File: src/hw/rtl/stid_pkg.sv
`timescale 1ns / 1ps
// ----------------------------------------------------------------------------
// stid_pkg: shared definitions for the sorted table
// Table depth, derived widths, command and status codes, and the control
// group that the top level broadcasts to every cell of the chain.
// ----------------------------------------------------------------------------
package stid_pkg;

  localparam int DEPTH         = 16;
  localparam int CNT_W         = $clog2(DEPTH + 1);
  localparam int IDX_W         = $clog2(DEPTH);
  localparam int VALUE_W       = 32;
  localparam int ENTRY_COUNT_W = 5;

  typedef enum logic [1:0] {
    CMD_INSERT = 2'd0,
    CMD_DELETE = 2'd1,
    CMD_DUMP   = 2'd2
  } cmd_t;

  typedef enum logic [1:0] {
    ST_OK       = 2'd0,
    ST_EMPTY    = 2'd1,
    ST_NOTFOUND = 2'd2,
    ST_FULL     = 2'd3
  } status_t;

  typedef enum logic {
    S_IDLE = 1'b0,
    S_DUMP = 1'b1
  } state_t;

  // Control broadcast to all cells for one cycle.
  typedef struct packed {
    logic                      ins;   // place value, shift the tail right
    logic                      del;   // drop the matching entry, shift left
    logic                      rot;   // rotate occupied entries by one
    logic signed [VALUE_W-1:0] value; // operand of insert and delete
  } cell_ctrl_t;

endpackage

File: src/hw/rtl/stid_cell.sv
`timescale 1ns / 1ps
// ----------------------------------------------------------------------------
// stid_cell: one slot of the sorted table
// Holds one entry, compares it with the broadcast operand and takes its own
// value, the operand or a neighbor's value on each cycle.
// ----------------------------------------------------------------------------
module stid_cell (
  input  logic                               clk,
  input  stid_pkg::cell_ctrl_t               ctrl,
  input  logic [stid_pkg::IDX_W-1:0]         index,
  input  logic [stid_pkg::CNT_W-1:0]         count,
  input  logic signed [stid_pkg::VALUE_W-1:0] left_val,
  input  logic signed [stid_pkg::VALUE_W-1:0] right_val,
  input  logic signed [stid_pkg::VALUE_W-1:0] head_val,
  input  logic                               lt_left,
  output logic                               lt,
  output logic                               hit,
  output logic signed [stid_pkg::VALUE_W-1:0] val
);
  import stid_pkg::*;

  logic                      occupied;
  logic                      at_pos;
  logic                      is_tail;
  logic signed [VALUE_W-1:0] val_next;

  assign occupied = CNT_W'(index) < count;
  assign is_tail  = (CNT_W'(index) + CNT_W'(1)) == count;
  // Since the table is sorted, the first slot not below the operand is both
  // the insert position and the only place a first equal entry can sit.
  assign lt       = occupied && (val < ctrl.value);
  assign at_pos   = !lt && lt_left;
  assign hit      = at_pos && occupied && (val == ctrl.value);

  always_comb begin
    val_next = val;
    priority if (ctrl.ins) begin
      if (!lt) begin
        val_next = at_pos ? ctrl.value : left_val;
      end
    end else if (ctrl.del) begin
      if (!lt) begin
        val_next = right_val;
      end
    end else if (ctrl.rot) begin
      val_next = is_tail ? head_val : right_val;
    end
  end

  always_ff @(posedge clk) begin
    val <= val_next;
  end

endmodule

File: src/hw/rtl/sorted_table_insert_delete_top.sv
`timescale 1ns / 1ps
// ----------------------------------------------------------------------------
// sorted_table_insert_delete_top: sorted table with insert, delete and dump
// Keeps up to DEPTH signed values in ascending order in a chain of
// compare-and-shift cells and streams them out on request.
// ----------------------------------------------------------------------------
//
//   Channel   Handshake           Payload                                  
//   command   start / busy        cmd, value                               
//   result    strobe (no stall)   status, entry_value, entry_count, last   
//
// Insert, delete and the unused command code are each taken at once and
// may follow one another on every cycle; insert and delete give their single
// result beat on the cycle after the command is taken, and the unused code
// gives no beat at all.
// A dump of n stored entries holds busy high while the chain rotates
// once through its occupied cells, giving one beat per cycle from
// the head cell; a dump of an empty table gives one beat and no busy.
// Reset clears the fill count, the controller state and the result strobe;
// the cells themselves are not cleared, since only occupied slots are read.
// The receiver cannot stall, so every beat is shown for exactly one cycle.
module sorted_table_insert_delete_top (
  input  logic                                clk,
  input  logic                                rst,
  input  logic                                start,
  output logic                                busy,
  input  logic [1:0]                          cmd,
  input  logic signed [stid_pkg::VALUE_W-1:0] value,
  output logic                                strobe,
  output logic [1:0]                          status,
  output logic signed [stid_pkg::VALUE_W-1:0] entry_value,
  output logic [stid_pkg::ENTRY_COUNT_W-1:0]  entry_count,
  output logic                                last
);
  import stid_pkg::*;

  state_t                    state, state_next;
  logic [CNT_W-1:0]          count, count_next;
  logic [CNT_W-1:0]          dump_idx, dump_idx_next;
  logic                      strobe_next;
  status_t                   status_next;
  logic signed [VALUE_W-1:0] entry_value_next;
  logic [CNT_W-1:0]          entry_count_next;
  logic                      last_next;

  cell_ctrl_t                ctrl;
  logic signed [VALUE_W-1:0] cell_val [DEPTH];
  logic [DEPTH-1:0]          cell_lt;
  logic [DEPTH-1:0]          cell_hit;
  logic                      found;
  logic                      dump_last;

  // The chain: each cell sees its left and right neighbors, the compare
  // result of its left neighbor and the head cell for the dump wrap.
  for (genvar i = 0; i < DEPTH; i++) begin : g_cell
    stid_cell u_cell (
      .clk       (clk),
      .ctrl      (ctrl),
      .index     (IDX_W'(i)),
      .count     (count),
      .left_val  ((i == 0) ? cell_val[0] : cell_val[(i == 0) ? 0 : i - 1]),
      .right_val (cell_val[(i == DEPTH - 1) ? i : i + 1]),
      .head_val  (cell_val[0]),
      .lt_left   ((i == 0) ? 1'b1 : cell_lt[(i == 0) ? 0 : i - 1]),
      .lt        (cell_lt[i]),
      .hit       (cell_hit[i]),
      .val       (cell_val[i])
    );
  end

  // At most one cell matches, so a plain OR tells whether the value exists.
  assign found     = |cell_hit;
  assign dump_last = (dump_idx + CNT_W'(1)) == count;
  assign busy      = (state == S_DUMP);

  always_comb begin
    state_next       = state;
    count_next       = count;
    dump_idx_next    = dump_idx;
    strobe_next      = 1'b0;
    status_next      = ST_OK;
    entry_value_next = '0;
    last_next        = 1'b0;
    ctrl.ins         = 1'b0;
    ctrl.del         = 1'b0;
    ctrl.rot         = 1'b0;
    ctrl.value       = value;

    unique case (state)
      S_IDLE: begin
        if (start) begin
          unique case (cmd)
            CMD_INSERT: begin
              strobe_next = 1'b1;
              last_next   = 1'b1;
              if (count == CNT_W'(DEPTH)) begin
                status_next = ST_FULL;
              end else begin
                ctrl.ins   = 1'b1;
                count_next = count + CNT_W'(1);
              end
            end
            CMD_DELETE: begin
              strobe_next = 1'b1;
              last_next   = 1'b1;
              priority if (count == '0) begin
                status_next = ST_EMPTY;
              end else if (!found) begin
                status_next = ST_NOTFOUND;
              end else begin
                ctrl.del   = 1'b1;
                count_next = count - CNT_W'(1);
              end
            end
            CMD_DUMP: begin
              if (count == '0) begin
                strobe_next = 1'b1;
                last_next   = 1'b1;
                status_next = ST_EMPTY;
              end else begin
                state_next    = S_DUMP;
                dump_idx_next = '0;
              end
            end
            default: begin
              // Unused code: taken and dropped without a result.
            end
          endcase
        end
      end
      S_DUMP: begin
        // The head cell holds the next entry; rotating brings the table
        // back to its original order after exactly count steps.
        strobe_next      = 1'b1;
        entry_value_next = cell_val[0];
        last_next        = dump_last;
        ctrl.rot         = 1'b1;
        dump_idx_next    = dump_idx + CNT_W'(1);
        if (dump_last) begin
          state_next = S_IDLE;
        end
      end
      default: begin
        state_next = S_IDLE;
      end
    endcase
    entry_count_next = count_next;
  end

  always_ff @(posedge clk) begin
    if (rst) begin
      state  <= S_IDLE;
      count  <= '0;
      strobe <= 1'b0;
    end else begin
      state  <= state_next;
      count  <= count_next;
      strobe <= strobe_next;
    end
  end

  always_ff @(posedge clk) begin
    dump_idx    <= dump_idx_next;
    status      <= status_next;
    entry_value <= entry_value_next;
    entry_count <= ENTRY_COUNT_W'(entry_count_next);
    last        <= last_next;
  end

endmodule

File: config.mk
export PLATFORM = sky130hd
export DESIGN_NAME = sorted_table_insert_delete_top
export DESIGN_NICKNAME = d
export VERILOG_FILES = /design/src/hw/rtl/stid_pkg.sv /design/src/hw/rtl/stid_cell.sv /design/src/hw/rtl/sorted_table_insert_delete_top.sv
export SDC_FILE = /design/constraint.sdc
export NUM_CORES = 2
export LEC_CHECK = 0
export ABC_AREA = 1
export BUFFER_PORTS_ARGS = -buffer_cell sky130_fd_sc_hd__buf_2
export CORE_UTILIZATION = 30
export CTS_CLUSTER_DIAMETER = 60
export DETAILED_ROUTE_END_ITERATION = 10
export GPL_ROUTABILITY_DRIVEN = 0
export GPL_TIMING_DRIVEN = 0
export PLACE_DENSITY = 0.51
export SLEW_MARGIN = 10
export SYNTH_ARGS = -nofsm -noshare
export SYNTH_HDL_FRONTEND = slang
export SYNTH_HIERARCHICAL = 1
export SYNTH_SLANG_ARGS = --single-unit
File: constraint.sdc
create_clock -name clk -period 8.7 [get_ports clk]
set_clock_uncertainty 0.1 [all_clocks]
set_input_delay 0 -clock clk [delete_from_list [all_inputs] [get_ports clk]]
set_output_delay 0 -clock clk [all_outputs]
set_load 0.02 [all_outputs]
==> impl_metrics.csv <==
group,metric,value,unit
outcome,status,"finished, final reports clean",
detailed_routing,via_count,54160,
clock_tree,clkTransAtPathRegs,0.06,ns
worst_hold_path,min_to,"g_cell[2].u_cell/val[26]",
finish,post-route-util,0.3546,
job,cap_violations,0,
setup_path,cp_common_cell,"nor2_1",
floorplan,rows,157,
power_and_ir_drop,p_int,6.413,mW
timing,slew_viol_final,0,
setup_path,rr_worst_depth,28,
timing,fin_crit,6.764,ns
timing,finalHoldViolCount,0,
power_and_ir_drop,p_leak,34.57,nW
synthesis,synth_cell_type_count,36,
timing,finalSetupViolCount,0,
timing,period_share,0.7775,
global_routing,grt_max_degree,32,
timing,hold_slack,0.09989,ns
power_and_ir_drop,power,9.921,mW
setup_path,max_stage_delay,0.75,ns
worst_hold_path,min_path_type,"in2reg",
global_routing,track_usage,0.2325,
synthesis,yosysWarnings,6,
detailed_routing,vias_per_cell,4.872,
detailed_routing,drt-pass1-iter-count,6,
power_and_ir_drop,clkPwrFrac,0.367,
power_and_ir_drop,p_sw_frac,0.3536,
synthesis,synth_top_area_frac,0.2781,
detailed_routing,drc,0,
finish,fin_nets,9207,
placement,portBuffers,78,
floorplan,dieArea,0.1878,mm²
finish,syn_to_final_growth,16.78,%
clock_tree,post_cts_buffers,0,
power_and_ir_drop,p_sw,3.508,mW
clock_tree,clock_latency,0.71,ns
setup_path,r2r_slack,1.94,ns
clock_tree,cts-resized-gates,0,
clock_tree,cts_root_buf,"clkbuf_16",
setup_path,arrival,7.09,ns
setup_path,cp.required,9.02,ns
detailed_routing,drt_iter0_drc,5052,
clock_tree,tritoncts,"built",
finish,final_cell_mix,"nand2_1, inv_1, nand3_1",
clock_tree,numCtsBuffers,88,
synthesis,ys_seq_area_frac,0.2949,
timing,relSlewSlack,0.2355,
power_and_ir_drop,ir_worst_vdd,0.0001257,V
synthesis,synth-seq-cells,564,
floorplan,die_w,433.4,µm
synthesis,syn_inst,8120,
synthesis,yosys.area.top_type,"edfxtp_1",
finish,fillers,19830,
global_routing,grt_pass1_vias,51960,
synthesis,syn_area_per_cell,6.875,µm²
clock_tree,cts_htree_levels,3,
finish,final_common_cell,"nand2_1",
setup_path,crit_type,"reg2reg",
power_and_ir_drop,seqPwrFrac,0.344,
global_routing,antenna_found_initial,6,
clock_tree,cts_max_path_buffers,3,
setup_path,r2r-start,"count[1]",
power_and_ir_drop,combPwrFrac,0.289,
power_and_ir_drop,p_per_area,152.2,mW/mm²
timing,fmax,0.1478,GHz
setup_path,cp-end-kind,"flop",
finish,drive_gt1_frac,0.06348,
global_routing,grt_pass1_wl,325.5,mm
setup_path,path_max_fanout,18,
detailed_routing,wirelength,222.6,mm
floorplan,die_height,433.4,µm
setup_path,slowest_stage,"dfxtp_2",
setup_path,start_kind,"flop",
worst_hold_path,min_from,"value[26]",
floorplan,num_io_pins,79,
worst_hold_path,hold_depth,5,
detailed_routing,wl_per_cell,20.02,µm
clock_tree,clkSinkCount,564,
floorplan,core_area,0.1839,mm²
global_routing,grt-ovfl-total,0,
synthesis,syn-cell-area,0.05583,mm²
floorplan,start_util,0.3036,
detailed_routing,ant_nets,0,
timing,worst_slew_pin_slew,1.147,ns
synthesis,netlist_top_cells_area,"edfxtp_1, nand2_1, ha_1",
setup_path,reg2reg_to,"g_cell[6].u_cell/val[25]",
placement,hpwlAfterDp,174.2,mm
timing,grt_setup_unrepaired,"false",
## power by group through the flow
stage	clock network (mW)	logic (mW)	registers, mW
finish	3.64	2.87	3.41
detailed placement	0	2.81	3.46
global placement	0	2.52	3.60
floorplan	0	1.88	3.40
global route	3.80	3.19	3.42
CTS	3.71	2.83	3.41
## critical path, delay by kind of cell (launching register included)
family / cells / cell delay (ns)
buffers and inverters: 9 / 1.60
flip-flops: 1 / 0.75
AND/OR/NAND/NOR: 12 / 2.56
AO/OA/AOI/OAI: 6 / 1.08
adder cells (fa/ha/maj): 1 / 0.28
## how the worst max path moves through the flow
stage | start | endpoint | slack [ns] | cells past startpoint
final | count[1] | g_cell[6].u_cell/val[25] | 1.94 | 28
after global routing | count[1] | g_cell[6].u_cell/val[24] | 1.59 | 28
after CTS | count[1] | g_cell[6].u_cell/val[24] | 1.89 | 28
after detailed placement | value[5] | g_cell[6].u_cell/val[24] | 1.69 | 31
after global placement | count[3] | g_cell[6].u_cell/val[20] | -4.12 | 19
after floorplan | count[3] | g_cell[15].u_cell/val[0] | 2.26 | 19
## cell families (layout without fill, tap and decap cells)
family                     count (synthesis)  after routing  share of synthesized area
AOI/OAI and AO/OA                        989            989                     0.1171
xor gates and xnor gates                  40             40                   0.006275
adders and majority gates                595            595                     0.1333
DFF                                      564            564                     0.2949
and+or+nand+nor                         3691           3691                     0.2866
buffers and inverters                   2239           2577                     0.1617
other                                      2            196                  0.0001345
## final cells by class
type                       instances  area (µm²)  share of cell area
clock buffer                     104        2305             0.03535
sequential                       564       16480              0.2528
clock inverter                    60       651.9            0.009998
multi-input combinational       5508       31240              0.4791
antenna                            3       7.507           0.0001151
buffer                           373        2016             0.03092
inverter                        1866        7012              0.1075
timing repair buffer             174        2407             0.03692
tap                             2464        3083             0.04729
## per-stage QoR
stage / setup TNS, ns / instances / setup WS (ns) / instance area [µm²]
5_1_grt: 0 / 11110 / 1.586 / 65190
2_1_floorplan: 0 / 8311 / 2.264 / 56550
3_3_place_gp: -2317.42 / 10850 / -4.116 / 60020
6_report: 0 / 11120 / 1.936 / 65200
4_1_cts: 0 / 11110 / 1.892 / 65190
3_5_place_dp: 0 / 10940 / 1.689 / 62100
## layer usage
layer | wire [µm] | GRT usage | up-vias
met5 | 0 | 0 | -
met4 | 11970 | 0.1185 | 0
met3 | 16540 | 0.02694 | 413
met2 | 95100 | 0.3587 | 1934
met1 | 98940 | 0.3183 | 24790
li1 | - | - | 27020
## cell usage after synthesis (all sizes together)
cell and number:
xor2 22, xnor2 18, a21oi 263, clkbuf 227
nand4 49, nor4 16, or2 1, nor3 2
buf 146, o21ai 84, inv 1866, o21a 32
o21bai 33, ha 595, nor2 264, a211oi 16
nand2 2235, nand3 1124, o22ai 16, o211ai 513
edfxtp 517, a21o 32, conb 2, dfxtp 47
## repair_timing
action | 4_1_cts | 5_1_grt
hold endpoints to repair | 24 | 0
endpoints found under the setup margin | 0 | 0
hold buffers | 13 | 0
## state kept, by name, indices dropped and copies added, names as in the netlist
signal / cells
busy: 1
status: 2
g_cell.u_cell/val: 512
last: 1
strobe: 1
dump_idx: 5
entry_count: 5
count: 5
entry_value: 32
Note: power is estimated with default switching activity, not from simulation.
